$ cat src/sv/ffpa_pkg.sv
package ffpa_pkg;

  localparam int NUM_PAGES  = 64;
  localparam int PAGE_BYTES = 2048;
  localparam int RUN_LIMIT  = 'h100;

  localparam int PAGE_SHIFT = $clog2(PAGE_BYTES);
  localparam int PAGE_W     = $clog2(NUM_PAGES);
  localparam int CNT_W      = $clog2(NUM_PAGES + 1);

  localparam int SIZE_W     = 18;
  localparam int FPAGE_W    = 6;
  localparam int COUNT_W    = 7;
  localparam int PG_FULL_W  = SIZE_W + 1;
  localparam int FCMP_W     = 10;

  localparam logic OP_ALLOC = 1'b0;
  localparam logic OP_FREE  = 1'b1;

  // which values go to the result registers
  typedef enum logic [1:0] {
    RES_EMPTY,
    RES_ALLOC,
    RES_FREE
  } res_kind_t;

  typedef struct packed {
    logic      load;
    logic      scan_init;
    logic      scan_step;
    logic      rd_free;
    logic      free_latch;
    logic      wr_step;
    logic      finish;
    logic      fail;
    res_kind_t res_kind;
  } cmd_t;

  typedef struct packed {
    logic op_free;
    logic req_zero;
    logic req_bad;
    logic fpage_ok;
    logic found;
    logic exhausted;
    logic free_len_zero;
    logic wr_last;
  } stat_t;

endpackage

$ cat src/sv/ffpa_ctrl.sv
module ffpa_ctrl
  import ffpa_pkg::*;
(
  input  logic  clk,
  input  logic  rst,
  input  logic  start,
  input  stat_t stat,
  output cmd_t  cmd,
  output logic  busy,
  output logic  done
);

  typedef enum logic [2:0] {
    S_IDLE,
    S_CHECK,
    S_SCAN,
    S_FILL,
    S_FREE_LEN,
    S_CLEAR
  } state_t;

  state_t state, state_next;

  always_comb begin
    cmd          = '0;
    cmd.res_kind = RES_EMPTY;
    state_next   = state;
    case (state)
      S_IDLE: begin
        if (start) begin
          cmd.load   = 1'b1;
          state_next = S_CHECK;
        end
      end
      S_CHECK: begin
        if (stat.op_free) begin
          if (stat.fpage_ok) begin
            cmd.rd_free = 1'b1;
            state_next  = S_FREE_LEN;
          end else begin
            cmd.finish = 1'b1;
          end
        end else if (stat.req_zero) begin
          cmd.finish = 1'b1;
        end else if (stat.req_bad) begin
          cmd.finish = 1'b1;
          cmd.fail   = 1'b1;
        end else begin
          cmd.scan_init = 1'b1;
          state_next    = S_SCAN;
        end
      end
      S_SCAN: begin
        cmd.scan_step = 1'b1;
        if (stat.found) begin
          state_next = S_FILL;
        end else if (stat.exhausted) begin
          cmd.finish = 1'b1;
          cmd.fail   = 1'b1;
        end
      end
      S_FILL: begin
        cmd.wr_step = 1'b1;
        if (stat.wr_last) begin
          cmd.finish   = 1'b1;
          cmd.res_kind = RES_ALLOC;
        end
      end
      S_FREE_LEN: begin
        cmd.free_latch = 1'b1;
        if (stat.free_len_zero) begin
          cmd.finish = 1'b1;
        end else begin
          state_next = S_CLEAR;
        end
      end
      S_CLEAR: begin
        cmd.wr_step = 1'b1;
        if (stat.wr_last) begin
          cmd.finish   = 1'b1;
          cmd.res_kind = RES_FREE;
        end
      end
      default: begin
        state_next = S_IDLE;
      end
    endcase
    if (cmd.finish) begin
      state_next = S_IDLE;
    end
  end

  always_ff @(posedge clk) begin
    if (rst) begin
      state <= S_IDLE;
      done  <= 1'b0;
    end else begin
      state <= state_next;
      done  <= cmd.finish;
    end
  end

  assign busy = (state != S_IDLE);

endmodule

$ cat src/sv/ffpa_dp.sv
module ffpa_dp
  import ffpa_pkg::*;
(
  input  logic               clk,
  input  logic               rst,
  input  cmd_t               cmd,
  input  logic               op,
  input  logic [SIZE_W-1:0]  size_bytes,
  input  logic [FPAGE_W-1:0] free_page,
  output stat_t              stat,
  output logic               status,
  output logic [FPAGE_W-1:0] start_page,
  output logic [COUNT_W-1:0] page_count
);

  // page map storage, valid bits give the all-free reset state
  logic [CNT_W-1:0]     mem [NUM_PAGES];
  logic [NUM_PAGES-1:0] map_vld;
  logic [CNT_W-1:0]     rd_q;
  logic                 rd_vld;

  // request
  logic                 req_op;
  logic [CNT_W-1:0]     req_pages;
  logic                 req_zero;
  logic                 req_bad;
  logic                 fpage_ok;

  // scan
  logic [CNT_W-1:0]     rd_addr;
  logic [PAGE_W-1:0]    proc_idx;
  logic                 proc_vld;
  logic [CNT_W-1:0]     run_len;
  logic [PAGE_W-1:0]    run_start;

  // fill / clear
  logic [PAGE_W-1:0]    wr_base;
  logic [PAGE_W-1:0]    wr_cnt;
  logic [CNT_W-1:0]     clr_len;

  logic [PG_FULL_W-1:0] pages_full;
  logic                 rd_more;
  logic                 rd_en;
  logic [PAGE_W-1:0]    rd_sel;
  logic [CNT_W-1:0]     entry;
  logic [CNT_W-1:0]     run_len_inc;
  logic [PAGE_W-1:0]    hit_start;
  logic [CNT_W-1:0]     room;
  logic [CNT_W-1:0]     free_len;
  logic [CNT_W-1:0]     wr_total;
  logic [PAGE_W-1:0]    wr_addr;
  logic [CNT_W-1:0]     wr_data;

  // ceil(size / PAGE_BYTES)
  assign pages_full = ({1'b0, size_bytes} + PG_FULL_W'(PAGE_BYTES - 1)) >> PAGE_SHIFT;

  assign rd_more = (rd_addr < CNT_W'(NUM_PAGES));
  assign rd_en   = cmd.rd_free || (cmd.scan_step && rd_more);
  assign rd_sel  = cmd.rd_free ? wr_base : rd_addr[PAGE_W-1:0];
  assign entry   = rd_vld ? rd_q : '0;

  assign run_len_inc = run_len + CNT_W'(1);
  assign hit_start   = (run_len == '0) ? proc_idx : run_start;

  assign room     = CNT_W'(NUM_PAGES) - CNT_W'(wr_base);
  assign free_len = (entry > room) ? room : entry;

  assign wr_total = (req_op == OP_FREE) ? clr_len : req_pages;
  assign wr_addr  = wr_base + wr_cnt;
  assign wr_data  = (req_op == OP_FREE) ? '0 :
                    ((wr_cnt == '0) ? req_pages : CNT_W'(1));

  always_comb begin
    stat               = '0;
    stat.op_free       = (req_op == OP_FREE);
    stat.req_zero      = req_zero;
    stat.req_bad       = req_bad;
    stat.fpage_ok      = fpage_ok;
    stat.found         = proc_vld && (entry == '0) && (run_len_inc == req_pages);
    stat.exhausted     = proc_vld && (proc_idx == PAGE_W'(NUM_PAGES - 1)) && !stat.found;
    stat.free_len_zero = (free_len == '0);
    stat.wr_last       = ((CNT_W'(wr_cnt) + CNT_W'(1)) == wr_total);
  end

  always_ff @(posedge clk) begin
    if (cmd.wr_step) begin
      mem[wr_addr] <= wr_data;
    end
    if (rd_en) begin
      rd_q <= mem[rd_sel];
    end
  end

  always_ff @(posedge clk) begin
    if (rst) begin
      map_vld  <= '0;
      rd_vld   <= 1'b0;
      proc_vld <= 1'b0;
    end else begin
      if (cmd.wr_step) begin
        map_vld[wr_addr] <= 1'b1;
      end
      if (rd_en) begin
        rd_vld <= map_vld[rd_sel];
      end
      if (cmd.scan_init) begin
        proc_vld <= 1'b0;
      end else if (cmd.scan_step) begin
        proc_vld <= rd_more;
      end
    end
  end

  always_ff @(posedge clk) begin
    if (cmd.load) begin
      req_op    <= op;
      req_pages <= CNT_W'(pages_full);
      req_zero  <= (pages_full == '0);
      req_bad   <= (pages_full >= PG_FULL_W'(RUN_LIMIT)) ||
                   (pages_full > PG_FULL_W'(NUM_PAGES));
      fpage_ok  <= (FCMP_W'(free_page) < FCMP_W'(NUM_PAGES));
      wr_base   <= PAGE_W'(free_page);
    end
    if (cmd.scan_init) begin
      rd_addr   <= '0;
      run_len   <= '0;
      run_start <= '0;
    end
    if (cmd.scan_step) begin
      if (rd_more) begin
        proc_idx <= rd_addr[PAGE_W-1:0];
        rd_addr  <= rd_addr + CNT_W'(1);
      end
      if (proc_vld) begin
        if (entry == '0) begin
          if (run_len == '0) begin
            run_start <= proc_idx;
          end
          run_len <= run_len_inc;
        end else begin
          run_len <= '0;
        end
      end
      if (stat.found) begin
        wr_base <= hit_start;
        wr_cnt  <= '0;
      end
    end
    if (cmd.free_latch) begin
      clr_len <= free_len;
      wr_cnt  <= '0;
    end
    if (cmd.wr_step) begin
      wr_cnt <= wr_cnt + PAGE_W'(1);
    end
    if (cmd.finish) begin
      status <= cmd.fail;
      case (cmd.res_kind)
        RES_ALLOC: begin
          start_page <= FPAGE_W'(wr_base);
          page_count <= COUNT_W'(req_pages);
        end
        RES_FREE: begin
          start_page <= '0;
          page_count <= COUNT_W'(clr_len);
        end
        default: begin
          start_page <= '0;
          page_count <= '0;
        end
      endcase
    end
  end

endmodule

$ cat src/sv/first_fit_page_allocator_top.sv
// Flow to done: a zero size or an oversized allocate ends in the check state;
//   an allocate scans to the last page of the first run that fits, then writes its pages;
//   a failed scan reads the whole map; a free reads the run length, then clears its pages, if any.
// Throughput: one item at a time, set by the one-page-per-cycle scan and write of the map.
// Reset (rst, synchronous): map reads all free at once, no clearing pass; ready next cycle.
// The result stands for one cycle under done; the receiver cannot stall it.
module first_fit_page_allocator_top
  import ffpa_pkg::*;
(
  input  logic               clk,
  input  logic               rst,
  input  logic               start,
  output logic               busy,
  input  logic               op,
  input  logic [SIZE_W-1:0]  size_bytes,
  input  logic [FPAGE_W-1:0] free_page,
  output logic               done,
  output logic               status,
  output logic [FPAGE_W-1:0] start_page,
  output logic [COUNT_W-1:0] page_count
);

  // controller drives the datapath through cmd, watches it through stat
  cmd_t  cmd;
  stat_t stat;

  // sequencer: decode, scan, fill or clear, then one-cycle result strobe
  ffpa_ctrl u_ctrl (
    .clk   (clk),
    .rst   (rst),
    .start (start),
    .stat  (stat),
    .cmd   (cmd),
    .busy  (busy),
    .done  (done)
  );

  // page map, run search counters and result registers
  ffpa_dp u_dp (
    .clk        (clk),
    .rst        (rst),
    .cmd        (cmd),
    .op         (op),
    .size_bytes (size_bytes),
    .free_page  (free_page),
    .stat       (stat),
    .status     (status),
    .start_page (start_page),
    .page_count (page_count)
  );

  // an accepted item always makes the block busy on the next cycle
  a_accept_busy: assert property (@(posedge clk) disable iff (rst)
    (start && !busy) |=> busy)
    else $error("accepted item did not raise busy");

  // result strobe is a single cycle
  a_done_pulse: assert property (@(posedge clk) disable iff (rst)
    done |=> !done)
    else $error("done held more than one cycle");

  // a failed request reports nothing allocated
  a_fail_empty: assert property (@(posedge clk) disable iff (rst)
    (done && status) |-> (start_page == '0 && page_count == '0))
    else $error("failed request carries a page or count");

  // the map is never scanned and written in the same cycle
  a_scan_wr_excl: assert property (@(posedge clk) disable iff (rst)
    cmd.wr_step |-> !cmd.scan_step && !cmd.rd_free)
    else $error("map read and write overlap");

endmodule

$ cat config.mk
export PLATFORM = sky130hd
export DESIGN_NAME = first_fit_page_allocator_top
export DESIGN_NICKNAME = d
export VERILOG_FILES = /design/src/sv/ffpa_pkg.sv /design/src/sv/ffpa_ctrl.sv /design/src/sv/ffpa_dp.sv /design/src/sv/first_fit_page_allocator_top.sv
export SDC_FILE = /design/constraint.sdc
export NUM_CORES = 1
export LEC_CHECK = 0
export ABC_AREA = 1
export BUFFER_PORTS_ARGS = -buffer_cell sky130_fd_sc_hd__buf_4
export CAP_MARGIN = 20
export CORE_MARGIN = 2
export CORE_UTILIZATION = 55
export CTS_BUF_LIST = sky130_fd_sc_hd__clkbuf_16
export DETAILED_ROUTE_END_ITERATION = 10
export PLACE_DENSITY = 0.68
export SYNTH_ARGS = -nofsm -noshare
export SYNTH_HDL_FRONTEND = slang
export SYNTH_SLANG_ARGS = --single-unit
$ cat constraint.sdc
create_clock -name clk -period 4.94 [get_ports clk]
set_input_delay 0 -clock clk [delete_from_list [all_inputs] [get_ports clk]]
set_output_delay 0 -clock clk [all_outputs]
set_load 0.02 [all_outputs]
**Word level (Yosys, flattened, before mapping)**

Memory sizes are Yosys's and may differ from the RTL's. A register that Yosys moved wholly into a read port is not among the register bits.
Index checks and enable logic that the tools add are counted.

- Equal/unequal tests: 15
- $lt $le $gt $ge: 7
- Multiplexer cells: 65
- Reductions and logical operators: 24
- Bitwise logic cells: 2
- $add $sub $neg: 7

Operators with widths:

| cell | number |
|---|---|
| $mux 6 | 14 |
| $mux 7 | 12 |
| $or 64x64->64 | 1 |
| $mux 1 | 22 |
| $logic_not 7->1 | 3 |
| $add 18x11->19 const B | 1 |
| $logic_not 19->1 | 1 |
| $mux 3 | 6 |
| $pmux 3 s5 | 1 |
| $add 7x1->7 const B | 2 |
| $eq 7x7->1 | 2 |
| $lt 6x7->1 const B | 2 |
| $pmux 7 s2 | 1 |
| $ge 8x9->1 const B | 1 |
| $reduce_bool 3->1 | 3 |
| $gt 8x7->1 const B | 1 |
| $mux 2 | 4 |
| $add 6x1->7 const B | 1 |
| $gt 7x7->1 | 1 |
| $lt 7x7->1 const B | 1 |
| $sub 7x6->7 const A | 1 |
| $add 6x1->6 const B | 1 |
| $add 6x6->6 | 1 |
| $bmux 1 s6 | 1 |
| 22 further kinds | 36 |

- RAM bits: 448
- Logic and storage cells: 140
- Register bits: 139
- Input port bits: 28
- Output and inout bits: 16
- Memories kept: 1

Memories:

| name | words | bits a word | read ports | clocked after memory_dff | write ports | line | source |
|---|---|---|---|---|---|---|---|
| u_dp.mem | 64 | 7 | 1 | 1 | 1 | ffpa_dp.sv:17 | `logic [CNT_W-1:0] mem [NUM_PAGES];` |

**Depth between registers and ports, before layout**

- Word-level depth: 10
- Mapped depth: 21
- Mapped depth without buffers: 20

**By module**

Synthesis repeated with hierarchy kept, for this count alone.

- Cell total of the unflattened synthesis: 2415
- Area total of the unflattened synthesis: 25672.1 µm²

Modules (own cells, without submodules):

| module | cells each | instances | area each (µm²) |
|---|---|---|---|
| ffpa_dp | 2350 | 1 | 25298.0 |
| ffpa_ctrl | 65 | 1 | 374.1 |

**Worst setup path after synthesis**

No wires, ideal clock.

- Path kind: reg2reg
- Start: register u_dp.wr_cnt[0]
- End: memory u_dp.mem[0][6] in the netlist's numbering, data pin
- Required time: 4.259 ns
- Data arrival time: 3.309 ns
- Cell stages (with the launch flop): 5
- Path slack: 0.950 ns
- Path buffers: 0
- Path through: edfxtp_1 -> inv_1 -> ha_1 -> nand3_1 -> nor3_1

- Cells in the longest elaborated chain, start to end: 3

RTL lines:

| element | line | source |
|---|---|---|
| from (decl) | ffpa_dp.sv:38 | `logic [PAGE_W-1:0] wr_cnt;` |
| from (signal assigned) | ffpa_dp.sv:154 | `wr_cnt <= wr_cnt + PAGE_W'(1);` |
| $logic_not 6->1 | ffpa_dp.sv:71 | `((wr_cnt == '0) ? req_pages : CNT_W'(1));` |
| $mux 7 | ffpa_dp.sv:71 |  |
| $mux 7 | ffpa_dp.sv:70 | `assign wr_data = (req_op == OP_FREE) ? '0 :` |
| via u_dp.wr_data[6] | ffpa_dp.sv:52 | `logic [CNT_W-1:0] wr_data;` |
| to (decl) | ffpa_dp.sv:17 |  |

The timed path passes the listed nets, and every way through them passes these cells.

==> flow_metrics.py <==
metrics = {
    "status": {
        "outcome": "complete, no violations",
    },
    "drt": {
        "drt_iter0_markers": 1905,
        "via_count": 18100,
        "drc": 0,
        "first_pass_iters": 5,
        "finalWirelength_um": 65400,
        "viasPerCell": 5.86,
        "ant_nets": 0,
        "wl_per_cell_um": 21.2,
    },
    "logic_synthesis": {
        "avgSynthCellArea_um2": 10.8,
        "synth_seq_cells": 594,
        "ys_warn_count": 0,
        "syn-instance-count": 2395,
        "synth-xor-area-share_pct": 0.914,
        "muxShareOfSynthArea_pct": 0,
        "synth_nets": 2445,
        "synth_compound_area_share_pct": 12.7,
        "yosysSeqAreaShare_pct": 65.2,
        "netlist_area_um2": 25900,
        "ys_top_cells_by_area": "edfxtp_1 58%, dfxtp_1 7.4%, inv_1 4.5%, o21ai_0 4.3%, nand2_1 4.0%",
        "synth_top_family_by_area": "simple AND/OR/NAND/NOR gates",
        "ys_types": 41,
        "synth_top_area_share_pct": 57.8,
        "yosysTopAreaCell": "edfxtp_1",
        "synthAdderAreaFrac_pct": 1.09,
        "synthSimpleGateAreaFrac_pct": 12.9,
    },
    "sta": {
        "fin_setup_tns_ns": 0,
        "max_freq_mhz": 260,
        "worst_pin_slew_ns": 1.14,
        "slew_violations": 0,
        "timing.final.crit_period_ns": 3.84,
        "fin_worst_skew_ns": 0.0167,
        "rsz0062_at_grt": "false",
        "timing.final.ws_setup_ns": 1.10,
        "maxSlewHeadroom_pct": 23.9,
        "timing.final.crit_share_pct": 77.8,
        "timing.hold.ws_ns": 0.120,
        "setup_viol": 0,
        "hold_viol_final": 0,
    },
    "die": {
        "die_y_um": 221,
        "rows": 79,
        "initial_core_util_pct": 55.7,
        "ioPinCount": 44,
        "dieArea_um2": 48800,
        "core_region_area_um2": 46500,
        "die_w_um": 221,
    },
    "clock_tree": {
        "clk_pin_slew_ns": 0.06,
        "clkLatencyLatePin_ns": 0.63,
        "hold_buffers": 29,
        "cts_resized": 0,
        "clockRootBuffer": "clkbuf_16",
        "htreeDepth": 2,
        "cts_inserted_buffers": 59,
        "cts_tree": "done",
        "clock_sinks": 594,
        "clock_path_buffers": 3,
        "cts_setup_buffers": 0,
    },
    "place": {
        "dpl_cell_area_um2": 26700,
        "gp_congestion": 0.896,
        "portBuffers": 43,
        "dp_worst_setup_slack_ns": 1.14,
        "placed_cells": 2948,
        "dp_hpwl_um": 39700,
    },
    "worst_setup_path": {
        "worst_path_most_repeated_cell": "nand2_1",
        "critical-path-max-stage-delay_ns": 0.56,
        "cp_top_family": "simple AND/OR/NAND/NOR gates",
        "end_kind": "flop",
        "critical_path_required_ns": 5.20,
        "worstPathArrival_ns": 4.10,
        "worstReg2RegStart": "u_dp.wr_base[1]",
        "slowest_stage": "nand3_1",
        "path_cells": "inv_1 > ha_1 > nand3_1 > xor2_1 > inv_1 > ha_1 > nand2_1 > nor2_1 > nand2_1 > nand2_1 > nand2_1 > o21ai_0 > nand2_1 > nor2_1 > nand2_1 > nand3_1",
        "reg2reg_to": "u_dp.page_count[4]",
        "critical_path_class": "flop to flop",
        "rr_worst_depth": 16,
        "crit_fanout": 14,
        "r2r_setup_slack_ns": 1.10,
        "critPathBufInv": 2,
        "start_kind": "flop",
    },
    "pwr": {
        "powerDensity_nw_per_um2": 583,
        "switching_power_mw": 6.74,
        "leakagePower_nw": 10.9,
        "pwr-share-comb_pct": 38.6,
        "vdd_drop_max_mv": 0.656,
        "seqPwrFrac_pct": 34.9,
        "intPower_mw": 10.2,
        "switching_share_pct": 39.9,
        "finalPower_mw": 16.9,
        "clockPowerShare_pct": 26.5,
    },
    "global_routing": {
        "grt_overflow": 0,
        "grt_max_degree": 155,
        "grt_pass1_vias": 17400,
        "grt_use_total_pct": 26.4,
        "grt_antenna_before_repair": 0,
        "grt_pass1_wl_um": 101000,
    },
    "layout": {
        "fin_util_pct": 62.3,
        "final_area_um2": 29000,
        "drive_above_1_share_pct": 8.26,
        "antenna_cells": 0,
        "nets": 2481,
        "finalNonFillerCells": 3088,
        "syn2layout_area_growth_pct": 11.9,
    },
    "min_path": {
        "hp-class": "primary input to flop",
        "min_path_cells": 2,
        "worstHoldStart": "op",
        "holdPathEnd": "u_dp.req_op",
    },
    "run": {
        "cap_viol_max_count": 0,
    },
}
==> logic make-up (layout without fill, tap and decap cells) <==
group                      count (synthesis)  after routing
adders and majority gates                 22             22
and+or+nand+nor                          743            743
DFF                                      594            594
xor gates and xnor gates                  27             27
AOI/OAI and AO/OA                        557            557
buffers and inverters                    452            538
==> cells in the final DEF (no fill, tap or decap), types with 3 or more instances in the layout <==
cell type	instances
nand4_1	76
o22ai_1	4
nand2_1	274
o21bai_1	44
nand3_1	200
inv_1	317
ha_1	21
clkinv_1	20
o211ai_1	121
dlygate4sd3_1	29
nor3_1	11
xor2_1	15
inv_2	6
o211ai_2	7
o21ai_0	223
a31oi_1	8
dfxtp_1	96
buf_4	82
clkinv_2	9
o21ai_4	3
a21oi_1	83
o21ai_1	57
nor2_4	5
nor2_1	160
bufinv_16	7
xnor2_1	9
clkbuf_16	61
edfxtp_1	498
==> sequential cells by signal, indices dropped and copies added, names as in the netlist, 7 cells and up <==
name             cells
u_dp.clr_len         7
u_dp.req_pages       7
u_dp.rd_q            7
u_dp.mem           448
u_dp.rd_addr         7
u_dp.map_vld        64
u_dp.page_count      7
u_dp.run_len         7
==> cell usage after synthesis (all sizes together) <==
| cell type | count |
|---|---|
| edfxtp | 498 |
| inv | 314 |
| o21ai | 285 |
| nand2 | 279 |
| nand3 | 201 |
| nor2 | 168 |
| o211ai | 128 |
| dfxtp | 96 |
| a21oi | 83 |
| clkbuf | 77 |
| nand4 | 77 |
| buf | 61 |
| o21bai | 44 |
| ha | 21 |
| xor2 | 17 |
| nor3 | 12 |
| xnor2 | 10 |
| a31oi | 8 |
| o22ai | 4 |
| or2 | 3 |
| o21a | 2 |
| o31ai | 2 |
| a211oi | 1 |
| and2 | 1 |
| and3 | 1 |
| fa | 1 |
| nand3b | 1 |
==> metal layers <==
metal  global-route usage (%)  vias up  share of wire (%)
met5                        0        -                  0
met4                     11.7        0                4.2
met3                     4.41      149                7.6
met2                     41.1      723                 46
met1                     36.9     8733                 42
li1                         -     8505                  -
==> worst reg2reg max path, stage by stage (launching register included) <==
cell and delay [ns]:
dfxtp_1 0.55, inv_1 0.20, ha_1 0.23, nand3_1 0.12, xor2_1 0.21, inv_1 0.07, ha_1 0.30, nand2_1 0.06
nor2_1 0.13, nand2_1 0.07, nand2_1 0.10, nand2_1 0.20, o21ai_0 0.34, nand2_1 0.09, nor2_1 0.08, nand2_1 0.17
nand3_1 0.57
==> worst max path at each step <==
stage               startpoint                  to  slack (ns)  cells after the start
2_1_floorplan   u_dp.wr_cnt[0]      u_dp.mem[0][6]        0.95                      4
3_5_place_dp   u_dp.wr_base[1]  u_dp.page_count[4]        1.14                     16
4_1_cts        u_dp.wr_base[1]         u_dp.status        1.14                     16
3_3_place_gp   u_dp.wr_base[1]  u_dp.page_count[3]        1.22                     16
6_report       u_dp.wr_base[1]  u_dp.page_count[4]        1.10                     16
5_1_grt        u_dp.wr_base[1]         u_dp.status        0.69                     16
==> layout make-up <==
class,instances,area [um^2]
clock inverters,50,419
clock buffers,61,1530
repair buffers,113,946
fillers,3622,17500
flip-flops and latches,594,16900
well taps,607,759
multi-input cells,1349,7260
inverters,314,1180
==> power by group through the flow <==
stage | Clock [mW] | Sequential [mW] | Combinational (mW)
after floorplan | 0 | 5.95 | 4.54
after global placement | 0 | 5.99 | 6.30
after detailed placement | 0 | 6.00 | 6.38
after CTS | 4.54 | 5.90 | 6.44
after global routing | 4.73 | 5.92 | 7.12
final | 4.48 | 5.90 | 6.51
Note: power is estimated with default switching activity, not from simulation.
